[config.mk]
export PLATFORM = sky130hd
export DESIGN_NAME = tcw_ctrl
export DESIGN_NICKNAME = d
export VERILOG_FILES = /design/src/hw/rtl/tcw_pkg.sv /design/src/hw/rtl/tcw_ctrl.sv
export SDC_FILE = /design/constraint.sdc
export NUM_CORES = 1
export LEC_CHECK = 0
export BUFFER_PORTS_ARGS = -buffer_cell sky130_fd_sc_hd__buf_2
export CAP_MARGIN = 20
export CELL_PAD_IN_SITES_DETAIL_PLACEMENT = 1
export CELL_PAD_IN_SITES_GLOBAL_PLACEMENT = 1
export CORE_MARGIN = 1.5
export CORE_UTILIZATION = 38
export CTS_CLUSTER_DIAMETER = 200
export DETAILED_ROUTE_END_ITERATION = 7
export PLACE_DENSITY_LB_ADDON = 0.1
export SLEW_MARGIN = 20
export SYNTH_ARGS = -nofsm -noshare
export SYNTH_HDL_FRONTEND = slang
export SYNTH_SLANG_ARGS = --single-unit
[constraint.sdc]
create_clock -name clk -period 3.4 [get_ports clk]
set_clock_uncertainty 0.05 [all_clocks]
set_input_delay 0.68 -clock clk [delete_from_list [all_inputs] [get_ports clk]]
set_output_delay 0.68 -clock clk [all_outputs]
set_load 0.01 [all_outputs]
[src/hw/rtl/tcw_pkg.sv]
// Shared types and constants of the text console writer.
package tcw_pkg;

	// Fixed widths of the word fields
	localparam int OP_W        = 2;
	localparam int CHAR_W      = 8;
	localparam int ROW_FIELD_W = 5;
	localparam int COL_FIELD_W = 7;
	localparam int CELL_W      = 16;
	localparam int IN_DATA_W   = 24;
	localparam int OUT_DATA_W  = 32;

	// Character codes handled by a put
	localparam logic [CHAR_W-1:0] CH_NEWLINE   = 8'd10;
	localparam logic [CHAR_W-1:0] CH_RETURN    = 8'd13;
	localparam logic [CHAR_W-1:0] CH_BACKSPACE = 8'd8;
	localparam logic [CHAR_W-1:0] BLANK_CHAR   = 8'h20;

	// Attribute used for blanks at power-up, also the colour register reset
	localparam logic [CHAR_W-1:0] RESET_COLOR  = 8'h0F;

	typedef enum logic [OP_W-1:0] {
		OP_PUT   = 2'd0,
		OP_CLEAR = 2'd1,
		OP_READ  = 2'd2,
		OP_NONE  = 2'd3
	} tcw_op_t;

	// Controller to datapath
	typedef struct packed {
		logic capture;     // take in a new word
		logic exec;        // handle the captured word
		logic cnt_clr;
		logic cnt_inc;
		logic copy_step;   // one step of the scroll copy
		logic fill_step;   // write a blank at the sweep counter
		logic fill_reset;  // blank with the power-up attribute
		logic out_load;    // load the result register
	} tcw_cmd_t;

	// Datapath to controller
	typedef struct packed {
		tcw_op_t op;
		logic    need_scroll;
		logic    copy_end;
		logic    last_cell;
		logic    out_free;
	} tcw_sts_t;

endpackage

[src/hw/rtl/tcw_ctrl.sv]
// Controller state machine of the text console writer.
module tcw_ctrl (
	input  logic               clk,
	input  logic               arst_n,
	input  logic               in_valid,
	output logic               in_ready,
	input  tcw_pkg::tcw_sts_t  sts,
	output tcw_pkg::tcw_cmd_t  cmd
);
	import tcw_pkg::*;

	typedef enum logic [6:0] {
		ST_INIT  = 7'b0000001,
		ST_IDLE  = 7'b0000010,
		ST_EXEC  = 7'b0000100,
		ST_COPY  = 7'b0001000,
		ST_FILL  = 7'b0010000,
		ST_CLEAR = 7'b0100000,
		ST_DONE  = 7'b1000000
	} tcw_state_t;

	tcw_state_t state_q, state_d;

	// Next state and commands
	always_comb begin
		state_d  = state_q;
		cmd      = '0;
		in_ready = 1'b0;
		unique case (state_q)
			ST_INIT: begin
				cmd.fill_step  = 1'b1;
				cmd.fill_reset = 1'b1;
				if (sts.last_cell) state_d = ST_IDLE;
				else cmd.cnt_inc = 1'b1;
			end
			ST_IDLE: begin
				in_ready = 1'b1;
				if (in_valid) begin
					cmd.capture = 1'b1;
					state_d     = ST_EXEC;
				end
			end
			ST_EXEC: begin
				cmd.exec = 1'b1;
				unique case (sts.op)
					OP_PUT: begin
						if (sts.need_scroll) begin
							cmd.cnt_clr = 1'b1;
							state_d     = ST_COPY;
						end else begin
							state_d = ST_DONE;
						end
					end
					OP_CLEAR: begin
						cmd.cnt_clr = 1'b1;
						state_d     = ST_CLEAR;
					end
					OP_READ, OP_NONE: state_d = ST_DONE;
					default:          state_d = ST_DONE;
				endcase
			end
			ST_COPY: begin
				cmd.copy_step = 1'b1;
				if (sts.copy_end) state_d = ST_FILL;
				else cmd.cnt_inc = 1'b1;
			end
			ST_FILL, ST_CLEAR: begin
				cmd.fill_step = 1'b1;
				if (sts.last_cell) state_d = ST_DONE;
				else cmd.cnt_inc = 1'b1;
			end
			ST_DONE: begin
				// hand over the result, and take the next word in the same cycle
				if (sts.out_free) begin
					cmd.out_load = 1'b1;
					in_ready     = 1'b1;
					if (in_valid) begin
						cmd.capture = 1'b1;
						state_d     = ST_EXEC;
					end else begin
						state_d = ST_IDLE;
					end
				end
			end
			default: state_d = ST_INIT;
		endcase
	end

	always_ff @(posedge clk or negedge arst_n) begin
		if (!arst_n) state_q <= ST_INIT;
		else state_q <= state_d;
	end

endmodule

# Word-level counts from Yosys, hierarchy flattened
# Cells that the tools add are included.
# classes
add_sub_neg	0
n_mul	0
div_mod_pow	0
n_lt_le_gt_ge	0
eq_ne	15
shifts	0
muxes	24
bitwise	0
reduce_logical	5
# op_table
cell	n
7-bit 2-to-1 mux	6
7-bit case mux with 6 select lines	1
7-bit case mux with 3 select lines	1
1-bit 2-to-1 mux	10
2-bit != test, second input constant	5
1-bit case mux with 2 select lines	4
7-bit by 1-bit == test with 1-bit output, second input constant	1
7-bit by 2-bit == test with 1-bit output, second input constant	1
7-bit by 3-bit == test with 1-bit output, second input constant	1
7-bit by 4-bit == test with 1-bit output, second input constant	1
7-bit by 5-bit == test with 1-bit output, second input constant	1
7-bit by 6-bit == test with 1-bit output, second input constant	1
7-bit == test, second input constant	1
5-bit AND reduction	1
2-bit == test, second input constant	2
2-bit OR reduction	2
3-bit 2-to-1 mux	1
3-bit OR reduction	1
2-bit by 1-bit == test with 1-bit output, second input constant	1
2-bit logical NOT	1
2-bit 2-to-1 mux	1
# totals
ff_bits	7
latchBits	0
mem_bits_rw	0
mem_bits_ro	0
in_bits	9
output_inout_bits	9
wordCells	45
memories	0

# Longest topological paths before layout
# Gate-level depths: netlist of run 1.
# depth
ltp_word	4
ltp_mapped	6

# Worst setup path after synthesis of run 1
# No wires, ideal clock.
# synth_timing
path_kind	reg2out
startpoint	reg state_q[0]
endpoint	out cmd[4] (netlist bit)
arrival_time_ns	1.311
slack_ns	1.359
path_stages_with_launch	4
n_path_buf	1
path_cell_list	dfstp_2 > clkbuf_1 > nor3_1 > o32ai_1
# synth_lines
element	line	rtl
start, declared	tcw_ctrl.sv:22	tcw_state_t state_q, state_d;
start signal, assigned	tcw_ctrl.sv:91	else state_q <= state_d;
end, declared	tcw_ctrl.sv:8	output tcw_pkg::tcw_cmd_t cmd

==> impl_summary.md, run 1 <==
Power and ir drop
The internal power of the cells totals 0.000242 W. The fraction of power consumed by sequential logic is a little over a third. Of the total power, the share spent switching nets is between 40% and 50%. Power spread over the standard cell area amounts to between 500 and 600 nW/µm². IR analysis of the VDD net gives a maximum drop of ~330 µV. The clock network fraction of design power is 18.6%.

In this run the power spent charging and discharging nets is 0.000178 W. The design draws approximately 0.00042 W. Summed over all cells, the static leakage comes to 0.339 nW. Per report_power, the combinational group accounts for 46.8% of the total.

Clock tree
Gates resized during post-CTS repair numbered 0. The cell chosen for the clock root is clkbuf_4. TritonCTS built the clock tree. The largest buffer count on any clock path is 2. Once the clock tree was built, the setup fixing pass inserted 0 buffers. Counting the buffers created by CTS gives 3. The clock drives 7 sinks. The latest clock arrival within the worst-skew pair is 0.25 ns. In this run the number of H-tree levels came out at 1. The clock transition at the registers of the reported paths is 0.05 ns. The count of hold buffers inserted by post-cts repair is 0.

Finish
The top cell types in the final layout, fill and taps aside, are 17 x buf_2, 7 x nor2_1, 6 x nor3_1, 6 x dfrtp_1. In the final layout, the share of cells above drive strength 1 is about 28%. The antenna diode instance count is 0. The area growth from synthesis to layout is 16.0%.

The finished layout holds 106 standard cells, fillers aside. Leaving out fill and tap cells, the most frequent cell in the layout is buf_2. The post-route cell area is 707 µm². In the final design database the tool counted 100 nets.

The register with the most flip-flops in the layout has 7 of them. The largest registers in the layout are state_q (7). More flip-flops sit in one register than any other, and that register is state_q. The final design utilization is 46.9%.

Worst setup path
The highest net fanout along the worst path is 10. The data required time of the critical path is 2.67 ns. The worst setup path is of the flip-flop to output port kind.

The worst setup path is launched from a flip-flop. STA classifies the critical path endpoint as an output port. The arrival time at the worst endpoint is approximately 1.6 ns. The largest stage delay on the critical path is 0.51 ns.

The cell repeated most along the worst path is nor2_1. On the critical path, the stage with the largest delay is an instance of dfrtp_1. Traced cell by cell, the critical path runs through nor2_1 -> nand2_1 -> nor2_1 -> and2_1 -> buf_2.

Yosys
The share of flip-flops with an asynchronous set or reset is 100%. The count of state elements after synthesis is 7. For this run, the register share of the synthesized area comes to 29.0%. The number of nets in the synthesized netlist is 84. The post-synthesis cell type count is 39. Yosys mapped a number of flops with a built-in enable equal to 0. Synthesis produced 75 cells.

The total of warnings raised by yosys is 0. The average footprint of a synthesized cell is 8.12 µm². The area of the mapped netlist is 609 µm². The most used flip-flop cell after synthesis is dfrtp_1.

Timing
After routing, the total negative slack on setup checks comes to 0 ns. The final worst-path cycle share is 68.5%. The transition time of the tightest slew-check pin is 0.423 ns.

The count of final hold-check violations is 0. The max-slew violation count came to 0. The highest clock frequency the design can meet is 0.430 GHz. Setup repair after global routing left no endpoint under its margin. Setup violations remaining at the end of the flow were counted as 0. The worst pin sits at a relative slew slack of approximately 72%. The routed design could run at a clock period as short as 2.33 ns.

Floorplan
The floorplan has 14 rows. The die height is around 43 µm. The initial core utilization is between 40% and 50%.

The number of top-level design ports is 18. The floorplan step defined a die boundary enclosing 1850 µm². After floorplanning, the core was sized to cover 1510 µm².

The horizontal extent of the die is 43.0 µm.

Global routing
The initial antenna violation count is 0. The total global routing track utilization is 20.6%. The wire length of the first global-routing pass is 2780 µm. Entering global routing, the biggest net connects 14 pins. The number of global-route vias before repair is 588. Global routing finished with a remaining overflow of 0.

Flow run
The count of maximum capacitance violations is 0.

Routing
The average routed wire per standard cell is 14.6 µm. The total wire length is 1550 µm. Once detail routing completed, the nets flagged for antenna violations numbered 0.

The first-pass detailed-route iteration total is 4. After detailed routing, the number of remaining DRC violations is 0. The number of vias after detailed routing is 610. The via density per instance is 5.75.

The iteration-0 DRC count of the detailed router is 10.

Place
The cell area after placement is 681 µm². The number of instances in the placed design is 102. During placement, the flow inserted port buffers numbering 17. The final weighted congestion in routability-driven placement is 0.750. After legalization and detailed placement, the total HPWL measured 1230 µm.

Run status
The flow ran to the end, and the final reports show no timing, DRC or antenna violations.

Worst hold path
The min-delay analysis places its worst path in the category primary input to async pin.
critical path, delay by kind of cell, from the launching register on:
kind                   cells  cell delay (ns)
buffers and inverters      1             0.12
DFF                        1             0.51
and+or+nand+nor            4             0.72
cells in the mapped netlist, types with 2 or more instances:
master	instances	area share (%)
nand2_1	5	3.1
dfrtp_1	6	25
a31oi_1	2	2.1
o211ai_1	2	2.5
nor3_1	6	4.9
inv_1	3	1.8
nor3b_1	2	2.5
o21ai_0	5	4.1
nor4b_1	3	4.3
clkbuf_1	2	1.2
nor2_1	7	4.3
o32ai_1	2	2.9
and2_1	2	2.1
buf_2	3	2.5
power by group through the flow:
stage,clock [W],sequential [W],combinational (W)
after floorplan,0,0.000113,0.000176
after global placement,0,0.000149,0.000198
after detailed placement,0,0.000148,0.000198
after CTS,0.0000818,0.000147,0.000199
after global routing,0.0000884,0.000152,0.000222
final,0.0000779,0.000145,0.000196
metal layers:
metal  global-route usage (%)  up-vias  wire length (µm)
li1                         -      310                 -
met1                     25.1      279               709
met2                     34.2       19               740
met3                     7.66        2                90
met4                     5.45        0                10
met5                        0        -                 0
layout make-up:
class	instances	area (µm²)
flip-flops and latches	7	176
repair buffers	17	85.1
multi-input cells	59	388
fillers	200	800
inverters	3	11.3
well taps	16	20.0
clock buffers	4	26.3
through the flow:
stage / hold slack (ns) / setup WS (ns)
3_5_place_dp: 0.467 / 1.26
3_3_place_gp: 0.464 / 1.29
5_1_grt: 0.182 / 0.892
4_1_cts: 0.185 / 1.06
6_report: 0.192 / 1.07
2_1_floorplan: 0.334 / 1.36
final timing paths:
path,start,endpoint,slack (ns),cells past startpoint
max,state_q[5]$_DFFE_PN0P_,cmd[7],1.07,5
min,arst_n,state_q[3]$_DFFE_PN0P_,0.19,1
max reg2reg,state_q[6]$_DFFE_PN0P_,state_q[1]$_DFFE_PN0P_,1.57,4
min reg2reg,state_q[1]$_DFFE_PN0P_,state_q[0]$_DFFE_PN1P_,0.63,1
max in group asynchronous,arst_n,state_q[0]$_DFFE_PN1P_,2.88,1
min in group clk,sts[2],state_q[3]$_DFFE_PN0P_,0.61,2
logic make-up (layout without fill, tap and decap cells):
logic type	after synthesis	count (layout)	share of synthesized area [%]
compound gates	19	19	22.0
xor+xnor	1	1	1.44
buf+inv	9	24	7.39
flops	7	7	29.0
simple gates	39	39	40.3
(Power assumes the default switching activity.)
==> run 2: changes to the inputs <==
- CORE_UTILIZATION: 38 -> 32
- clock period: 3.4 -> 2 ns (I/O delays scaled with it)
==> run 2 against run 1 <==
The run now ends with negative setup slack left. Critical endpoint is now cmd[3]. Worst setup slack worse by 1.1 ns. Register-to-register slack lost 1.3 ns. Sequential cell count unchanged. Largest cell class unchanged.
==> impl_summary.md, run 2 (synthesis results as in run 1) <==
Routing
The iteration-0 DRC count of the detailed router is 16 (was 10). The remaining antenna violation count is 0 (unchanged). The average routed wire per standard cell is 15.3 µm (was 14.6 µm). The number of vias after detailed routing is 692 (was 610). The total DRC errors in the routed layout is 0 (unchanged).

The via density per instance is 5.58 (was 5.75). The total wire length is 1900 µm (was 1550 µm). The first-pass detailed-route iteration total came to 4 (unchanged).

Worst setup path
The type of the worst setup path is flip-flop to output port (unchanged). The end of the worst register-to-register path is state_q[1]$_DFFE_PN0P_ (unchanged). Cells along the critical path: nor3_4 -> nand4b_1 -> buf_4 -> inv_1 -> buf_2 (was nor2_1 -> nand2_1 -> nor2_1 -> and2_1 -> buf_2).

The highest net fanout along the worst path is 8 (was 10). The critical path's slowest cell was dfrtp_2 (was dfrtp_1). The data required time of the critical path is 1.55 ns (was 2.67 ns). The reg-to-reg setup timing slack is 0.26 ns (was 1.57 ns).

The depth of the most critical reg-to-reg path is 5 (was 4). The largest stage delay on the critical path came to 0.48 ns (was 0.51 ns). The beginning of the worst register-to-register path is state_q[6]$_DFFE_PN0P_ (unchanged). The arrival time at the worst endpoint is 1.55 ns (was 1.60 ns). The element type at the critical path start is a flip-flop (unchanged). The endpoint kind of the worst setup timing path is an output port (unchanged).

Clock tree
The count of clock tree sinks is 7 (unchanged). The number of H-tree branching levels came to 1 (unchanged). The largest buffer count on any clock path is 2 (unchanged). The clock tree from TritonCTS is built (unchanged). The cell chosen for the clock root is clkbuf_4 (unchanged). The clock transition at the registers of the reported paths is 0.05 ns (about the same). The latest clock arrival within the worst-skew pair is 0.26 ns (was 0.25 ns). The number of buffers created by CTS is 3 (unchanged).

Finish
The area growth from synthesis to layout is 36.3% (was 16.0%). The most common cell after layout, fill and taps aside is buf_2 (unchanged). The flip-flop count of the largest register after layout is 7 (unchanged).

Biggest registers after layout: state_q (7) (unchanged). The count of non-filler cells in the finished layout is 124 (was 106). Top library cells by usage in the layout, fill and taps aside: 17 x buf_2, 7 x buf_4, 5 x nor2_1, 5 x nand2_1 (was 17 x buf_2, 7 x nor2_1, 6 x nor3_1, 6 x dfrtp_1). The layout cell share with drive strength beyond 1 came to 42.4% (was 27.8%). The antenna diode instance count is 0 (unchanged). The post-layout net count came to 109 (was 100). The register with the most flip-flops is state_q (unchanged).

Place
The setup slack after placement is 0.171 ns (was 1.26 ns). The half-perimeter wire length of the detailed placement result was 1410 µm (was 1230 µm). The number of instances in the placed design was 116 (was 102).

The port buffer count is 17 (unchanged). The final weighted congestion in routability-driven placement is 0.821 (was 0.750).

Worst hold path
In this run the most critical hold path is launched from in_valid. The sink of the worst hold path is state_q[1]$_DFFE_PN0P_. The number of cells traversed by the worst hold path is 2. The type of the tightest min-delay check is primary input to flip-flop (was primary input to async pin).

Power and ir drop
The switching share of power is 42.6% (was 42.3%). The fraction of power consumed by sequential logic is 30.0% (was 34.7%). The largest voltage drop on the vdd net is 397 µV (was 327 µV). The power density of the placed cells was 980 nW/µm² (was 594 nW/µm²). The leakage power summed over all cells came to 0.389 nW (was 0.339 nW). The clock network fraction of design power is 16.4% (was 18.6%). The net switching component of the power is 0.000347 W (was 0.000178 W). The post-layout total power is 0.000814 W (was 0.000420 W).

The internal power summed over all cells is 0.000468 W (was 0.000242 W). The relative contribution of combinational cells to total power came to 53.5% (was 46.8%).

Floorplan
The area of the core is 1760 µm² (was 1510 µm²). The number of standard-cell rows in the floorplan is 15 (was 14). The initial core utilization is 34.5% (was 40.4%).

The horizontal extent of the die came to 46.6 µm (was 43.0 µm). The die height was 46.6 µm (was 43.0 µm). The number of top-level design ports came to 18 (unchanged). The area of the die is 2170 µm² (was 1850 µm²).

Timing
Dividing the final minimum period by the clock period gives 100%. The setup slack of the critical path after layout was -0.000228 ns (was 1.07 ns). The max-slew violation count was 0 (unchanged).

Setup repair after global routing missed its margin: true (was false). The aggregate negative setup slack is -0.000228 ns (was 0 ns). The worst hold margin is 0.345 ns (was 0.192 ns).

The transition time of the tightest slew-check pin came to 0.396 ns (was 0.423 ns). The count of final hold-check violations is 0 (unchanged). The smallest clock period supported by the final layout is computed as 2.00 ns.

The worst slew margin relative to its limit was 73.5% (was 71.6%). The number of setup violations in the final report is 1 (was 0). Based on the critical path, the design can be clocked at up to 0.500 GHz.

Global routing
The total global routing track utilization came to 20.4% (was 20.6%). The pin count of the biggest net entering global routing is 13 (was 14). The initial antenna violation count is 0 (unchanged).

The number of global-route vias before repair is 660 (was 588). The wire length of the first global-routing pass was 3030 µm (was 2780 µm). The leftover overflow at the end of global routing is 0 (unchanged).

Run status
The final reports fail on negative setup slack. Run status: finished, violations left (was completed).

Flow run
The count of maximum capacitance violations is 0 (unchanged).
## run 2: power by group through the flow
stage                     Combinational, W  Sequential [W]  Clock [W]
after floorplan                   0.000298        0.000192          0
after global placement            0.000383        0.000242          0
after detailed placement          0.000384        0.000240          0
after CTS                         0.000405        0.000241   0.000138
after global routing              0.000478        0.000252   0.000152
final                             0.000436        0.000244   0.000134
## run 2: area by class of cell
class / count / area [µm²]
Fill cell: 238 / 933
Inverter: 3 / 11.3
Multi-Input combinational cell: 59 / 423
Sequential cell: 7 / 180
Timing Repair Buffer: 26 / 159
Tap cell: 25 / 31.3
Clock buffer: 4 / 26.3
## run 2: stage by stage
stage	area [µm²]	utilization, %
6_report	831	47.1
5_1_grt	831	47.1
4_1_cts	790	44.8
3_5_place_dp	729	41.3
3_3_place_gp	729	41.3
2_1_floorplan	609	-
## run 2: timing repair
action	4_1_cts	5_1_grt
gates resized for setup	6	7
pin swaps	0	1
setup endpoints to repair	3	8
setup buffers	1	2
endpoints found under the hold margin	6	0
hold buffers	1	0
## run 2: worst max-delay path, delay by kind of cell (launching register included)
kind | cells | cell delay, ns
buffers and inverters | 3 | 0.37
flip-flops | 1 | 0.48
AND/OR/NAND/NOR | 2 | 0.44
## run 2: worst max-delay path by stage
stage | start | endpoint | slack, ns | cells past startpoint
finish | state_q[4]$_DFFE_PN0P_ | cmd[3] | -0.0002 | 5
global route | state_q[0]$_DFFE_PN1P_ | cmd[7] | -0.09 | 5
CTS | state_q[0]$_DFFE_PN1P_ | cmd[7] | -0.005 | 5
detailed placement | state_q[1]$_DFFE_PN0P_ | cmd[4] | 0.17 | 5
floorplan | state_q[0]$_DFFE_PN1P_ | cmd[4] | 0.24 | 3
global placement | state_q[1]$_DFFE_PN0P_ | cmd[4] | 0.14 | 5
## run 2: per-layer routing
| metal | global-route usage [%] | vias to the layer above | share of wire [%] | wire length (µm) |
|---|---|---|---|---|
| li1 | - | 330 | - | - |
| met1 | 25.1 | 336 | 43 | 809 |
| met2 | 34.7 | 24 | 50 | 948 |
| met3 | 5.88 | 2 | 6.5 | 123 |
| met4 | 5.00 | 0 | 0.74 | 14 |
| met5 | 0 | - | 0 | 0 |
